## config.mk

```make
export PLATFORM = sky130hd
export DESIGN_NAME = led_matrix_framebuffer_serializer_unit_flat
export DESIGN_NICKNAME = d
export VERILOG_FILES = /design/src/rtl/lmfs_pkg.sv /design/src/rtl/lmfs_if.sv /design/src/rtl/lmfs_store.sv /design/src/rtl/lmfs_ctrl.sv /design/src/rtl/led_matrix_framebuffer_serializer_unit.sv /design/src/flat_wrapper.sv
export SDC_FILE = /design/constraint.sdc
export NUM_CORES = 1
export LEC_CHECK = 0
export BUFFER_PORTS_ARGS = -buffer_cell sky130_fd_sc_hd__buf_2
export CAP_MARGIN = 30
export CORE_MARGIN = 3
export CORE_UTILIZATION = 25
export CTS_CLUSTER_DIAMETER = 30
export DETAILED_ROUTE_END_ITERATION = 6
export SYNTH_ARGS = -nofsm -noshare
export SYNTH_HDL_FRONTEND = slang
export SYNTH_SLANG_ARGS = --single-unit
```

## constraint.sdc

```tcl
create_clock -name i_clk -period 4 [get_ports i_clk]
set_input_delay 0.4 -clock i_clk [delete_from_list [all_inputs] [get_ports i_clk]]
set_output_delay 0.4 -clock i_clk [all_outputs]
set_load 0.05 [all_outputs]
```

## src/rtl/lmfs_pkg.sv

```systemverilog
// package: shared types and constants for the led matrix frame serializer
`default_nettype none

package lmfs_pkg;

    localparam int CHAIN_LENGTH_DEF = 4;
    localparam int ROWS_PER_DISPLAY = 8;
    localparam int ROW_W            = 3;

    typedef enum logic [2:0] {
        CMD_WRITE_ROW = 3'd0,
        CMD_CLEAR     = 3'd1,
        CMD_INVERT    = 3'd2,
        CMD_REFRESH   = 3'd3,
        CMD_RAW_SEND  = 3'd4
    } t_cmd;

    typedef enum logic [2:0] {
        ST_IDLE,
        ST_INV_RD,
        ST_INV_WR,
        ST_REF_RD,
        ST_EMIT
    } t_state;

    typedef struct packed {
        logic wr;
        logic clr;
        logic rd;
    } t_store_ctl;

endpackage

`default_nettype wire

```

## src/rtl/lmfs_if.sv

```systemverilog
// interfaces: command channel and word channel with valid/ready handshake
`default_nettype none

interface lmfs_in_if;
    logic       valid;
    logic       ready;
    logic [2:0] cmd;
    logic [1:0] device;
    logic [2:0] row;
    logic [7:0] data;
    logic [3:0] register_addr;

    modport source (output valid, cmd, device, row, data, register_addr, input ready);
    modport sink   (input valid, cmd, device, row, data, register_addr, output ready);
endinterface

interface lmfs_out_if;
    logic        valid;
    logic        ready;
    logic [15:0] word;
    logic [1:0]  chain_slot;
    logic        frame_last;
    logic        item_last;

    modport source (output valid, word, chain_slot, frame_last, item_last, input ready);
    modport sink   (input valid, word, chain_slot, frame_last, item_last, output ready);
endinterface

`default_nettype wire

```

## src/rtl/lmfs_store.sv

```systemverilog
// frame store: single-port row memory with per-entry valid bits, registered read
`default_nettype none

module lmfs_store #(
    parameter int CHAIN_LENGTH = lmfs_pkg::CHAIN_LENGTH_DEF,
    localparam int DEPTH = CHAIN_LENGTH * lmfs_pkg::ROWS_PER_DISPLAY,
    localparam int AW    = $clog2(DEPTH)
) (
    input  wire logic                  i_clk,
    input  wire logic                  i_rst_n,
    input  wire lmfs_pkg::t_store_ctl  i_ctl,
    input  wire logic [AW-1:0]         i_addr,
    input  wire logic [7:0]            i_wdata,
    input  wire logic [1:0]            i_clr_dev,
    output logic [7:0]                 o_rdata
);

    logic [7:0] r_mem [DEPTH];
    logic       r_valid [DEPTH];
    logic [7:0] r_rd_data;
    logic       r_rd_valid;

    always_ff @(posedge i_clk) begin
        if (i_ctl.wr) begin
            r_mem[i_addr] <= i_wdata;
        end
        if (i_ctl.rd) begin
            r_rd_data <= r_mem[i_addr];
        end
    end

    // valid bits: cleared entries read as zero
    always_ff @(posedge i_clk) begin
        if (!i_rst_n) begin
            for (int i = 0; i < DEPTH; i++) begin
                r_valid[i] <= 1'b0;
            end
            r_rd_valid <= 1'b0;
        end else begin
            for (int i = 0; i < DEPTH; i++) begin
                if (i_ctl.clr && (i / lmfs_pkg::ROWS_PER_DISPLAY) == int'(i_clr_dev)) begin
                    r_valid[i] <= 1'b0;
                end
            end
            if (i_ctl.wr) begin
                r_valid[i_addr] <= 1'b1;
            end
            if (i_ctl.rd) begin
                r_rd_valid <= r_valid[i_addr];
            end
        end
    end

    assign o_rdata = r_rd_valid ? r_rd_data : 8'd0;

endmodule

`default_nettype wire

```

## src/rtl/lmfs_ctrl.sv

```systemverilog
// sequencer: command decode, invert and refresh sweeps, word output register
`default_nettype none

module lmfs_ctrl #(
    parameter int CHAIN_LENGTH = lmfs_pkg::CHAIN_LENGTH_DEF,
    localparam int DEPTH = CHAIN_LENGTH * lmfs_pkg::ROWS_PER_DISPLAY,
    localparam int AW    = $clog2(DEPTH),
    localparam int SW    = (CHAIN_LENGTH > 1) ? $clog2(CHAIN_LENGTH) : 1
) (
    input  wire logic                  i_clk,
    input  wire logic                  i_rst_n,
    lmfs_in_if.sink                    i_in,
    lmfs_out_if.source                 o_out,
    output lmfs_pkg::t_store_ctl       o_ctl,
    output logic [AW-1:0]              o_addr,
    output logic [7:0]                 o_wdata,
    output logic [1:0]                 o_clr_dev,
    input  wire logic [7:0]            i_rdata
);

    lmfs_pkg::t_state r_state, n_state;
    lmfs_pkg::t_cmd   r_cmd, n_cmd;
    logic [1:0]                    r_dev, n_dev;
    logic [lmfs_pkg::ROW_W-1:0]    r_row, n_row;
    logic [7:0]                    r_data, n_data;
    logic [3:0]                    r_reg, n_reg;
    logic [SW-1:0]                 r_slot, n_slot;
    logic                          r_out_valid, n_out_valid;
    logic [15:0]                   r_word, n_word;
    logic [1:0]                    r_chain_slot, n_chain_slot;
    logic                          r_frame_last, n_frame_last;
    logic                          r_item_last, n_item_last;

    logic       accept;
    logic       dev_ok;
    logic       out_free;
    logic       last_row;
    logic       item_end;
    logic [7:0] reg_byte;
    logic [7:0] value;

    assign accept   = i_in.valid && i_in.ready;
    assign dev_ok   = int'(i_in.device) < CHAIN_LENGTH;
    assign out_free = !r_out_valid || o_out.ready;
    assign last_row = r_row == lmfs_pkg::ROW_W'(lmfs_pkg::ROWS_PER_DISPLAY - 1);
    assign item_end = (r_cmd == lmfs_pkg::CMD_RAW_SEND) || last_row;
    assign reg_byte = (r_cmd == lmfs_pkg::CMD_REFRESH) ?
                      {4'd0, 4'(r_row) + 4'd1} : {4'd0, r_reg};
    assign value    = (r_cmd == lmfs_pkg::CMD_REFRESH) ? i_rdata : r_data;

    assign i_in.ready       = r_state == lmfs_pkg::ST_IDLE;
    assign o_out.valid      = r_out_valid;
    assign o_out.word       = r_word;
    assign o_out.chain_slot = r_chain_slot;
    assign o_out.frame_last = r_frame_last;
    assign o_out.item_last  = r_item_last;
    assign o_clr_dev        = r_state == lmfs_pkg::ST_IDLE ? i_in.device : r_dev;

    always_comb begin
        n_state      = r_state;
        n_cmd        = r_cmd;
        n_dev        = r_dev;
        n_row        = r_row;
        n_data       = r_data;
        n_reg        = r_reg;
        n_slot       = r_slot;
        n_out_valid  = r_out_valid;
        n_word       = r_word;
        n_chain_slot = r_chain_slot;
        n_frame_last = r_frame_last;
        n_item_last  = r_item_last;
        o_ctl        = '0;
        o_addr       = AW'({r_dev, r_row});
        o_wdata      = ~i_rdata;

        if (r_out_valid && o_out.ready) begin
            n_out_valid = 1'b0;
        end

        case (r_state)
            lmfs_pkg::ST_IDLE: begin
                o_addr  = AW'({i_in.device, i_in.row});
                o_wdata = i_in.data;
                if (accept) begin
                    n_cmd  = lmfs_pkg::t_cmd'(i_in.cmd);
                    n_dev  = i_in.device;
                    n_data = i_in.data;
                    n_reg  = i_in.register_addr;
                    n_row  = '0;
                    n_slot = SW'(CHAIN_LENGTH - 1);
                    if (dev_ok) begin
                        case (lmfs_pkg::t_cmd'(i_in.cmd))
                            lmfs_pkg::CMD_WRITE_ROW: o_ctl.wr = 1'b1;
                            lmfs_pkg::CMD_CLEAR:     o_ctl.clr = 1'b1;
                            lmfs_pkg::CMD_INVERT:    n_state = lmfs_pkg::ST_INV_RD;
                            lmfs_pkg::CMD_REFRESH:   n_state = lmfs_pkg::ST_REF_RD;
                            lmfs_pkg::CMD_RAW_SEND:  n_state = lmfs_pkg::ST_EMIT;
                            default:                 n_state = lmfs_pkg::ST_IDLE;
                        endcase
                    end
                end
            end
            lmfs_pkg::ST_INV_RD: begin
                o_ctl.rd = 1'b1;
                n_state  = lmfs_pkg::ST_INV_WR;
            end
            lmfs_pkg::ST_INV_WR: begin
                o_ctl.wr = 1'b1;
                n_row    = r_row + 1'b1;
                n_state  = last_row ? lmfs_pkg::ST_IDLE : lmfs_pkg::ST_INV_RD;
            end
            lmfs_pkg::ST_REF_RD: begin
                o_ctl.rd = 1'b1;
                n_state  = lmfs_pkg::ST_EMIT;
            end
            lmfs_pkg::ST_EMIT: begin
                if (out_free) begin
                    n_out_valid  = 1'b1;
                    n_word       = (int'(r_slot) == int'(r_dev)) ? {reg_byte, value} : 16'd0;
                    n_chain_slot = 2'(r_slot);
                    n_frame_last = r_slot == '0;
                    n_item_last  = (r_slot == '0) && item_end;
                    if (r_slot == '0) begin
                        n_slot = SW'(CHAIN_LENGTH - 1);
                        n_row  = r_row + 1'b1;
                        n_state = item_end ? lmfs_pkg::ST_IDLE : lmfs_pkg::ST_REF_RD;
                    end else begin
                        n_slot = r_slot - 1'b1;
                    end
                end
            end
            default: begin
                n_state = lmfs_pkg::ST_IDLE;
            end
        endcase
    end

    always_ff @(posedge i_clk) begin
        if (!i_rst_n) begin
            r_state     <= lmfs_pkg::ST_IDLE;
            r_out_valid <= 1'b0;
        end else begin
            r_state     <= n_state;
            r_out_valid <= n_out_valid;
        end
    end

    always_ff @(posedge i_clk) begin
        r_cmd        <= n_cmd;
        r_dev        <= n_dev;
        r_row        <= n_row;
        r_data       <= n_data;
        r_reg        <= n_reg;
        r_slot       <= n_slot;
        r_word       <= n_word;
        r_chain_slot <= n_chain_slot;
        r_frame_last <= n_frame_last;
        r_item_last  <= n_item_last;
    end

endmodule

`default_nettype wire

```

## src/rtl/led_matrix_framebuffer_serializer_unit.sv

```systemverilog
// top level: frame store serializer for a daisy chain of led matrix displays
//
// command channel i_in carries cmd, device, row, data and register_addr; a
// transfer happens when valid and ready are both high. word channel o_out
// carries word, chain_slot, frame_last and item_last from one output register.
// write row and clear take the transfer cycle only and produce no words. invert
// sweeps the eight rows of a display through the single memory port, read then
// write. a raw send emits one frame of CHAIN_LENGTH words, slot
// CHAIN_LENGTH-1 first, one word per cycle while the receiver takes them; the
// sequencer enters its emit state after the transfer and then loads the first
// word into the output register, and ready returns once the last word is
// loaded. a refresh emits eight frames; each frame first reads its row from
// the store and then emits CHAIN_LENGTH words. one command is worked on at a
// time; ready is high only between commands. commands with an unknown code or
// a device beyond the chain are dropped. reset clears the per-entry valid
// bits at once, so every row reads as zero. when the receiver stalls, the
// output word holds and the sequencer waits.
`default_nettype none

module led_matrix_framebuffer_serializer_unit #(
    parameter int CHAIN_LENGTH = lmfs_pkg::CHAIN_LENGTH_DEF,
    localparam int DEPTH = CHAIN_LENGTH * lmfs_pkg::ROWS_PER_DISPLAY,
    localparam int AW    = $clog2(DEPTH)
) (
    input  wire logic  i_clk,
    input  wire logic  i_rst_n,
    lmfs_in_if.sink    i_in,
    lmfs_out_if.source o_out
);

    lmfs_pkg::t_store_ctl ctl;
    logic [AW-1:0]        addr;
    logic [7:0]           wdata;
    logic [1:0]           clr_dev;
    logic [7:0]           rdata;

    lmfs_ctrl #(
        .CHAIN_LENGTH(CHAIN_LENGTH)
    ) u_ctrl (
        .i_clk    (i_clk),
        .i_rst_n  (i_rst_n),
        .i_in     (i_in),
        .o_out    (o_out),
        .o_ctl    (ctl),
        .o_addr   (addr),
        .o_wdata  (wdata),
        .o_clr_dev(clr_dev),
        .i_rdata  (rdata)
    );

    lmfs_store #(
        .CHAIN_LENGTH(CHAIN_LENGTH)
    ) u_store (
        .i_clk    (i_clk),
        .i_rst_n  (i_rst_n),
        .i_ctl    (ctl),
        .i_addr   (addr),
        .i_wdata  (wdata),
        .i_clr_dev(clr_dev),
        .o_rdata  (rdata)
    );

    // at most one memory access per cycle
    a_one_access: assert property (@(posedge i_clk) disable iff (!i_rst_n)
        $onehot0({ctl.wr, ctl.clr, ctl.rd}))
        else $error("store accessed twice in one cycle");

    // a refresh transfer blocks the command channel
    a_refresh_busy: assert property (@(posedge i_clk) disable iff (!i_rst_n)
        (i_in.valid && i_in.ready && i_in.cmd == lmfs_pkg::CMD_REFRESH
         && int'(i_in.device) < CHAIN_LENGTH) |=> !i_in.ready)
        else $error("command taken during refresh");

    // the last word of a command closes a frame on slot zero
    a_item_last: assert property (@(posedge i_clk) disable iff (!i_rst_n)
        (o_out.valid && o_out.item_last) |-> (o_out.frame_last && o_out.chain_slot == 2'd0))
        else $error("item_last off a frame end");

endmodule

`default_nettype wire

```

## src/flat_wrapper.sv

```systemverilog
// flat-port wrapper written by rule: the top's interface ports become plain ports
module led_matrix_framebuffer_serializer_unit_flat 
#(
    parameter int CHAIN_LENGTH = lmfs_pkg::CHAIN_LENGTH_DEF,
    localparam int DEPTH = CHAIN_LENGTH * lmfs_pkg::ROWS_PER_DISPLAY,
    localparam int AW    = $clog2(DEPTH)
)
  (i_clk, i_rst_n, i_in_valid, i_in_cmd, i_in_device, i_in_row, i_in_data, i_in_register_addr, i_in_ready, o_out_valid, o_out_word, o_out_chain_slot, o_out_frame_last, o_out_item_last, o_out_ready);
  lmfs_in_if i_in_i ();
  lmfs_out_if o_out_i ();
  input  wire logic i_clk;
  input  wire logic i_rst_n;
  input wire logic [$bits(i_in_i.valid)-1:0] i_in_valid;
  input wire logic [$bits(i_in_i.cmd)-1:0] i_in_cmd;
  input wire logic [$bits(i_in_i.device)-1:0] i_in_device;
  input wire logic [$bits(i_in_i.row)-1:0] i_in_row;
  input wire logic [$bits(i_in_i.data)-1:0] i_in_data;
  input wire logic [$bits(i_in_i.register_addr)-1:0] i_in_register_addr;
  output wire logic [$bits(i_in_i.ready)-1:0] i_in_ready;
  output wire logic [$bits(o_out_i.valid)-1:0] o_out_valid;
  output wire logic [$bits(o_out_i.word)-1:0] o_out_word;
  output wire logic [$bits(o_out_i.chain_slot)-1:0] o_out_chain_slot;
  output wire logic [$bits(o_out_i.frame_last)-1:0] o_out_frame_last;
  output wire logic [$bits(o_out_i.item_last)-1:0] o_out_item_last;
  input wire logic [$bits(o_out_i.ready)-1:0] o_out_ready;
  assign i_in_i.valid = i_in_valid;
  assign i_in_i.cmd = i_in_cmd;
  assign i_in_i.device = i_in_device;
  assign i_in_i.row = i_in_row;
  assign i_in_i.data = i_in_data;
  assign i_in_i.register_addr = i_in_register_addr;
  assign i_in_ready = i_in_i.ready;
  assign o_out_valid = o_out_i.valid;
  assign o_out_word = o_out_i.word;
  assign o_out_chain_slot = o_out_i.chain_slot;
  assign o_out_frame_last = o_out_i.frame_last;
  assign o_out_item_last = o_out_i.item_last;
  assign o_out_i.ready = o_out_ready;
  led_matrix_framebuffer_serializer_unit #(.CHAIN_LENGTH(CHAIN_LENGTH)) u_core (.i_clk(i_clk), .i_rst_n(i_rst_n), .i_in(i_in_i), .o_out(o_out_i));
endmodule
```

# After elaboration in Yosys (flattened, before gate mapping)
# Memory sizes are Yosys's and may differ from the RTL's. A register that Yosys moved wholly into a read port is not among the register bits.
# Index checks and enable logic that the tools add are counted.
dict set report word_totals {
  reg_bits 46
  ramBits 288
  inputBits 24
  out_inout_bits 22
  word_cells 176
  n_memories 2
}
# name depth width rd rd_ports_with_merged_regs write_ports line_no
set mem_list {}
lappend mem_list {u_core.u_store.r_mem 32 8 1 1 1 lmfs_store.sv:18} ;# logic [7:0] r_mem [DEPTH];
lappend mem_list {u_core.u_store.r_valid 32 1 1 1 32 lmfs_store.sv:19} ;# logic r_valid [DEPTH];
dict set report classes {
  addsub 3
  eq_ne 19
  n_mux 82
  n_bitwise 33
  reduce_logical 25
}
# op count
set op_table {}
lappend op_table {{two-way mux 1 bit} 59}
lappend op_table {{OR 1 bit} 32}
lappend op_table {{two-way mux 8 bit} 3}
lappend op_table {{two-way mux 3 bit} 6}
lappend op_table {{equality test 3 x 2 -> 1 bit (second input constant)} 5}
lappend op_table {{case mux 3 bit (5 select lines)} 1}
lappend op_table {{equality test 3 bit (second input constant)} 4}
lappend op_table {{two-way mux 2 bit} 6}
lappend op_table {{case mux 3 bit (4 select lines)} 1}
lappend op_table {{two-way mux 5 bit} 2}
lappend op_table {{case mux 3 bit (3 select lines)} 1}
lappend op_table {{NOT 8 bit} 1}
lappend op_table {{AND reduction 4 bit} 2}
lappend op_table {{logical AND 1 bit} 7}
lappend op_table {{equality test 3 x 1 -> 1 bit (second input constant)} 2}
lappend op_table {{logical NOT 3 bit} 2}
lappend op_table {{inequality test 2 bit (second input constant)} 3}
lappend op_table {{adder 3 x 1 -> 4 bit (second input constant)} 1}
lappend op_table {{equality test 2 bit (first input constant)} 2}
lappend op_table {{logical NOT 2 bit} 2}
lappend op_table {{two-way mux 4 bit} 1}
lappend op_table {{case mux 2 bit (2 select lines)} 1}
lappend op_table {{AND reduction 2 bit} 2}
lappend op_table {{OR reduction 2 bit} 2}
lappend op_table {{12 further kinds} 14}

# Logic depth before layout (Yosys ltp)
# Gate-level depths: netlist of run 1.
dict set report logic_depth {
  ltp_word 10
  mapped_depth 12
  depth_no_buf 7
}

# Hierarchy
# A second synthesis of run 1 with hierarchy kept.
dict set report hier_totals {
  hier_cells 741
  area_unflattened_um2 13432.9
}
# mod instances cells_each area_per_inst_um2 seq_area_each_um2
set modules_own_cells {}
lappend modules_own_cells {lmfs_store 1 580 11458.5 8588.2}
lappend modules_own_cells {lmfs_ctrl 1 161 1974.4 1221.2}

# Worst setup path before layout of run 1
# OpenSTA, ideal clock, no wires.
dict set report synth_timing {
  path_kind {flip-flop to flip-flop}
  start {reg u_core.u_ctrl.r_state[1]}
  end {mem u_core.u_store.r_mem[0][2], data pin}
  setup_time_ns 0.398
  t_arrival_ns 2.608
  required_time_ns 3.602
  slack_ns 0.994
  path_stages_with_launch 9
  n_path_buf 5
  synth_period_minus_slack_ns 3.006
  path_cell_list {dfxtp_1 > buf_4 > or3_1 > buf_6 > clkbuf_1 > clkbuf_1 > clkbuf_1 > nor2_1 > a31oi_1}
}
dict set report synth_between {
  elab_chain_len 2
}
# element line_no
set synth_rtl {}
lappend synth_rtl {{start, declared} lmfs_ctrl.sv:21} ;# lmfs_pkg::t_state r_state, n_state;
lappend synth_rtl {{start signal, assigned} lmfs_ctrl.sv:140} ;# r_state <= lmfs_pkg::ST_IDLE;
lappend synth_rtl {{start signal, assigned} lmfs_ctrl.sv:143} ;# r_state <= n_state;
lappend synth_rtl {{logical NOT 3 bit} lmfs_ctrl.sv:80} ;# case (r_state)
lappend synth_rtl {{two-way mux 8 bit} lmfs_ctrl.sv:80}
lappend synth_rtl {{net u_core.u_ctrl.o_wdata[2]} lmfs_ctrl.sv:16} ;# output logic [7:0] o_wdata,
lappend synth_rtl {{end, declared} lmfs_store.sv:18}
# The timed path passes the listed nets, and every way through them passes these cells.

# Worst setup path after layout of run 1
dict set report layout_timing {
  start {reg u_core.u_ctrl.r_state[2]}
  end {reg u_core.u_store.r_rd_data[3] (read register of u_core.u_store.r_mem), data pin}
}
dict set report layout_between {
  elab_chain_len 3
  elab_cells_between_ends 6
  cone_classes {eq/ne (2); mux (2); reduce/logical (2)}
}
# element line_no
set layout_rtl {}
lappend layout_rtl {{equality test 3 x 2 -> 1 bit or equality test 3 x 1 -> 1 bit (tied branches)} lmfs_ctrl.sv:80}
lappend layout_rtl {{OR reduction 2 bit (no line)} n/a}
lappend layout_rtl {{two-way mux 1 bit} lmfs_ctrl.sv:80}
lappend layout_rtl {{end, declared} lmfs_store.sv:20} ;# logic [7:0] r_rd_data;
# Several ways; a longest one is shown, not always the timed one.
# A chain may end at the register's enable or synchronous reset.

==> results of run 1 <==
## power breakdown
| group | leakage [nW] | internal (W) | total, W | switching, W |
|---|---|---|---|---|
| Sequential | 3.03 | 0.00395 | 0.00398 | 0.0000280 |
| Combinational | 1.53 | 0.000264 | 0.000703 | 0.000438 |
| Clock | 1.19 | 0.00400 | 0.00598 | 0.00198 |
| Total | 5.75 | 0.00821 | 0.0107 | 0.00245 |
## cell usage in the layout, fill, tap and decap left out, drive strengths merged, types with 4 or more instances in the layout
master    netlist  routed
o21ai           4       4
mux4           71      71
nand3          11      11
buf            29      85
bufinv          0      10
clkinv          0      26
mux2            8       8
clkinvlp        0       7
a22oi          45      45
dfxtp          37      37
edfxtp        302     302
nand2b          8       8
nor2           50      50
clkbuf         22      81
a31oi          16      16
nand2          35      35
conb            1       4
and2           17      17
nor2b          36      36
inv             5      11
mux2i          17      17
nand4          11      11
nor3           11      11
or2             4       4
a21oi          37      37
## how the worst max path moves through the flow
stage	slack [ps]	cells after the start	startpoint	to
finish	650	7	u_core.u_ctrl.r_state[2]	u_core.u_store.r_rd_data[3]
global route	430	7	u_core.u_ctrl.r_state[2]	u_core.u_store.r_rd_data[0]
CTS	610	7	u_core.u_ctrl.r_state[2]	u_core.u_store.r_rd_data[0]
detailed placement	590	7	u_core.u_ctrl.r_state[2]	u_core.u_store.r_rd_data[0]
global placement	600	7	u_core.u_ctrl.r_state[2]	u_core.u_store.r_rd_data[0]
floorplan	990	8	u_core.u_ctrl.r_state[1]	u_core.u_store.r_mem[0][2]
## through the flow
| stage | instance area (sq um) | power (W) | hold slack (ps) |
|---|---|---|---|
| global route | 17520 | 0.01101 | 28.70 |
| detailed placement | 14980 | 0.004747 | 497.5 |
| floorplan | 13780 | 0.004505 | 472.2 |
| CTS | 17510 | 0.01076 | 24.29 |
| finish | 17520 | 0.01067 | 46.12 |
| global placement | 14940 | 0.004729 | 491.3 |
## logic make-up after synthesis
family,count (synthesis),share of synthesized area
AO/OA/AOI/OAI,111,0.05224
XOR/XNOR,3,0.001908
adder cells (fa/ha/maj),3,0.002726
buffers and inverters,56,0.02389
flip-flops,339,0.7123
multiplexers,96,0.1355
other,1,0.0002723
AND/OR/NAND/NOR,192,0.07114
## per-layer routing
layer	up-vias	global-route usage	share of wire
li1	3439	-	-
met1	4044	0.1599	0.44
met3	74	0.02651	0.064
met5	-	0	0
met4	0	0.05301	0.038
met2	307	0.1791	0.46
## layout make-up
type                    count  area [sq um]
multi-input cells         409          3695
clock buffers              81          1836
inverters                   5         18.77
flip-flops and latches    339          9809
fillers                  5100         36620
well taps                 696         870.8
clock inverters            49         661.9
repair buffers             88         625.6
## cells in the mapped netlist, types with 2 or more instances
cell      number
a21oi_1       37
a22oi_1       45
a31oi_1       16
and2_1        17
buf_1          5
buf_2          6
buf_4         10
buf_6          6
clkbuf_1      21
dfxtp_1       37
edfxtp_1     302
ha_1           3
inv_1          4
mux2_2         6
mux2_4         2
mux2i_1       17
mux4_2        71
nand2_1       35
nand2b_1       8
nand3_1       11
nand4_1       11
nor2_1        49
nor2b_1       36
nor3_1        10
o211ai_1       2
o21ai_0        3
or2_2          4
or3_1          3
xnor2_1        3
## worst register-to-register path, cell delays in order (launching register included)
cell	delay, ps
dfxtp_1	430
or3_1	460
inv_2	250
mux2_4	520
buf_12	310
mux4_2	550
a22oi_1	410
nand4_1	160
==> results.yml, run 1 <==
status:
  status: "finished clean"
cts:
  cts_tree: "done"
  insertion_delay_ps: 590
  hold_buffers: 3
  clock_sinks: 339
  cts_setup_buffers: 0
  max-clock-path-buffers: 3
  cts_buffers: 72
  clkTransAtPathRegs_ps: 40
  cts.repair.resized: 0
  cts_root_buf: "clkbuf_16"
  htreeDepth: 3
floorplan:
  ios: 46
  coreArea_sq_um: 54130
  placementRows: 85
  die_x_um: 240.7
  initial_core_util: 0.2544
  die_y_um: 240.7
  die_area_sq_um: 57940
logic_synthesis:
  ys.flop_type: "edfxtp_1"
  syn_inst: 801
  mappedNetlistArea_sq_um: 13770
  ys_types: 50
  syn_avg_cell_area_sq_um: 17.19
  yosys_warnings: 0
  async_flop_share: 0
  synth-seq-cells: 339
  ys_seq_area_frac: 0.7123
  synth_edf_count: 302
  synth_top_area_share: 0.6585
  yosys-top-cells-area: "edfxtp_1 66%, mux4_2 12%, dfxtp_1 5.4%, a22oi_1 2.5%, nor2b_1 1.6%"
  synth_area_leader_cell: "edfxtp_1"
sta:
  slew_headroom: 0.2934
  fmax_mhz: 298.9
  layout_setup_ws_ps: 654.7
  drv_slew: 0
  skew_ps: 54.65
  period_needed_ps: 3345
  worst_pin_slew_ps: 1056
  hold_viol: 0
  min_period_over_period: 0.8363
  rsz0062_at_grt: "false"
  setup_tns_ps: 0
  finalSetupViolCount: 0
drt:
  num_vias: 7864
  vias_per_cell: 4.717
  wirelength_mm: 33.44
  dr.pass1.iters: 5
  post_drt_wl_per_cell_um: 20.06
  drc: 0
  drtIter0Drc: 730
  drtAntennaViolNets: 0
setup_path:
  path_max_fanout: 27
  critPathTopFamily: "multiplexers"
  slowest_delay_ps: 530
  path_buf_inv: 2
  required_ps: 4320
  start_kind: "flop"
  rr_startpoint: "u_core.u_ctrl.r_state[2]"
  path_cells: "or3_1 > inv_2 > mux2_4 > buf_12 > mux4_2 > a22oi_1 > nand4_1"
  cpMaxStageDelayCell: "mux4_2"
  r2r_cells: 7
  rr_endpoint: "u_core.u_store.r_rd_data[3]"
  r2r_slack_ps: 650
  critical_path_class: "reg2reg"
  crit_path_end_kind: "flop"
  crit_arrival_ps: 3660
worst_hold_path:
  worst_hold_startpoint: "i_in_register_addr[0]"
  min_path_type: "in2reg"
  hold_end: "u_core.u_ctrl.r_reg[0]"
  whs_path_depth: 1
grt:
  antenna_found_initial: 0
  grtUsageTotal: 0.1172
  grt_pass1_wl_mm: 51.11
  grt_pass1_vias: 8132
  grt_overflow: 0
  grt_max_degree: 38
layout:
  regMostFlops: "u_core.u_store.r_mem"
  nets: 942
  largest_register_ffs: 256
  drive_gt1_frac: 0.3028
  layout.cells.non_filler: 1667
  syn_to_final_growth_pct: 27.19
  diodes: 0
  utilization: 0.3236
pwr:
  ir_worst_vdd_mv: 0.3069
  power.density_nw_per_um2: 608.9
  p_leak_nw: 5.750
placement:
  hpwl_mm: 21.44
  dpl_worst_slack_ps: 592.7
  gp_congestion: 0.8279
  post-place-cells: 1533
  port-buffer-count: 41
job:
  cap_violations: 0
Note: power is estimated with default switching activity, not from simulation.
==> run 2, diff against run 1 <==
clock period = 3.1 ns   (was 4 ns; I/O delays follow)
==> results.yml, run 2 (same netlist as run 1, synthesis figures left out) <==
drt:
  vias_per_cell: 4.668
  wirelength_mm: 34.11
  post_drt_wl_per_cell_um: 20.02
  drtAntennaViolNets: 0
  drtIter0Drc: 602
  drc: 0
  dr.pass1.iters: 6
  num_vias: 7954
grt:
  grt_overflow: 0
  grt_pass1_wl_mm: 51.02
  grt_max_degree: 36
  antenna_found_initial: 0
  grtUsageTotal: 0.1181
  grt_pass1_vias: 8176
setup_path:
  critPathTopFamily: "multiplexers"
  slowest_delay_ps: 580
  cpMaxStageDelayCell: "mux4_2"
  path_buf_inv: 2
  path_max_fanout: 24
  required_ps: 3390
  start_kind: "flop"
  crit_arrival_ps: 3130
  crit_path_end_kind: "flop"
  path_cells: "or3_1 > inv_2 > mux2_4 > buf_12 > mux4_2 > a22oi_1 > nand4_1"
  critical_path_class: "reg2reg"
floorplan:
  initial_core_util: 0.2544
  die_x_um: 240.7
  die_y_um: 240.7
  die_area_sq_um: 57940
  coreArea_sq_um: 54130
  placementRows: 85
  ios: 46
pwr:
  p_leak_nw: 5.913
  finalPower_w: 0.01386
  power.density_nw_per_um2: 779.6
  ir_worst_vdd_mv: 0.4231
cts:
  max-clock-path-buffers: 3
  clkTransAtPathRegs_ps: 50
  cts_buffers: 74
  hold_buffers: 14
  insertion_delay_ps: 570
  clock_sinks: 339
  cts.repair.resized: 0
  cts_setup_buffers: 0
  cts_tree: "done"
  cts_root_buf: "clkbuf_16"
  htreeDepth: 3
sta:
  skew_ps: 21.31
  period_needed_ps: 2837
  slew_headroom: 0.4855
  worst_pin_slew_ps: 768.9
  rsz0062_at_grt: "false"
  finalSetupViolCount: 0
  drv_slew: 0
  fmax_mhz: 352.4
  setup_tns_ps: 0
  hold_viol: 0
  min_period_over_period: 0.9153
placement:
  port-buffer-count: 41
  hpwl_mm: 21.39
  dpl_cell_area_sq_um: 15100
  gp_congestion: 0.8347
layout:
  largest_register_ffs: 256
  drive_gt1_frac: 0.3224
  stdcell_area_sq_um: 17780
  nets: 975
  diodes: 0
  final_cell_mix: "302 x edfxtp_1, 76 x clkbuf_16, 71 x mux4_2"
  final_common_cell: "edfxtp_1"
  syn_to_final_growth_pct: 29.09
  regMostFlops: "u_core.u_store.r_mem"
  utilization: 0.3284
  fillers: 5120
worst_hold_path:
  min_path_type: "in2reg"
status:
  status: "finished clean"
job:
  cap_violations: 0
run 2: changes by cell type in the layout (fill, tap and decap cells not counted), moves of 3 or more:
cell / delta
clkinvlp_4: +3
inv_6: +7
clkbuf_16: +4
clkinv_16: -4
dlygate4sd3_1: +12
clkinv_8: +3
clkinv_1: -3
clkbuf_1: -3
clkbuf_8: +3
buf_4: +24
run 2: final cells by class:
cell class | count | area, sq um | share of cell area
Clock inverter | 51 | 565.5 | 0.03181
Inverter | 5 | 18.77 | 0.001056
Timing Repair Buffer | 119 | 853.3 | 0.04800
Clock buffer | 85 | 1966 | 0.1106
Sequential cell | 339 | 9809 | 0.5518
Tap cell | 696 | 870.8 | 0.04898
Multi-Input combinational cell | 409 | 3695 | 0.2078
run 2: final timing paths:
kind                              start                     endpoint  slack (ps)  depth (start not counted)
min                         i_in_cmd[0]       u_core.u_ctrl.r_cmd[0]          30                          1
min reg2reg  u_core.u_store.r_valid[27]   u_core.u_store.r_valid[27]         510                          2
max reg2reg    u_core.u_ctrl.r_state[2]  u_core.u_store.r_rd_data[5]         260                          7
max            u_core.u_ctrl.r_state[2]  u_core.u_store.r_rd_data[5]         260                          7
run 2: power by group:
group          internal, W  switching (W)  total [W]
logic             0.000347       0.000580   0.000927
clock network      0.00525        0.00255    0.00780
registers          0.00510      0.0000292    0.00513
total               0.0107        0.00316     0.0139
run 2: per-layer routing:
| layer | global-route usage | vias to the layer above | part of all wire |
|---|---|---|---|
| met3 | 0.03154 | 84 | 0.073 |
| met2 | 0.1814 | 316 | 0.46 |
| met4 | 0.05209 | 0 | 0.035 |
| li1 | - | 3509 | - |
| met5 | 0 | - | 0 |
| met1 | 0.1577 | 4045 | 0.43 |
run 2: worst register-to-register path: stages (launching register included):
cell	delay, ps
dfxtp_1	300
or3_1	450
inv_2	100
mux2_4	350
buf_12	300
mux4_2	590
a22oi_1	330
nand4_1	150
run 2: stage by stage:
stage | cells | setup slack, ps | hold WS, ps
after floorplan | 804 | 94.06 | 408.9
after global placement | 1553 | 210.2 | 489.5
after detailed placement | 1553 | 221.0 | 488.1
after CTS | 1703 | 219.3 | 0.6807
after global routing | 1704 | 86.13 | 27.21
final | 1704 | 262.5 | 25.77
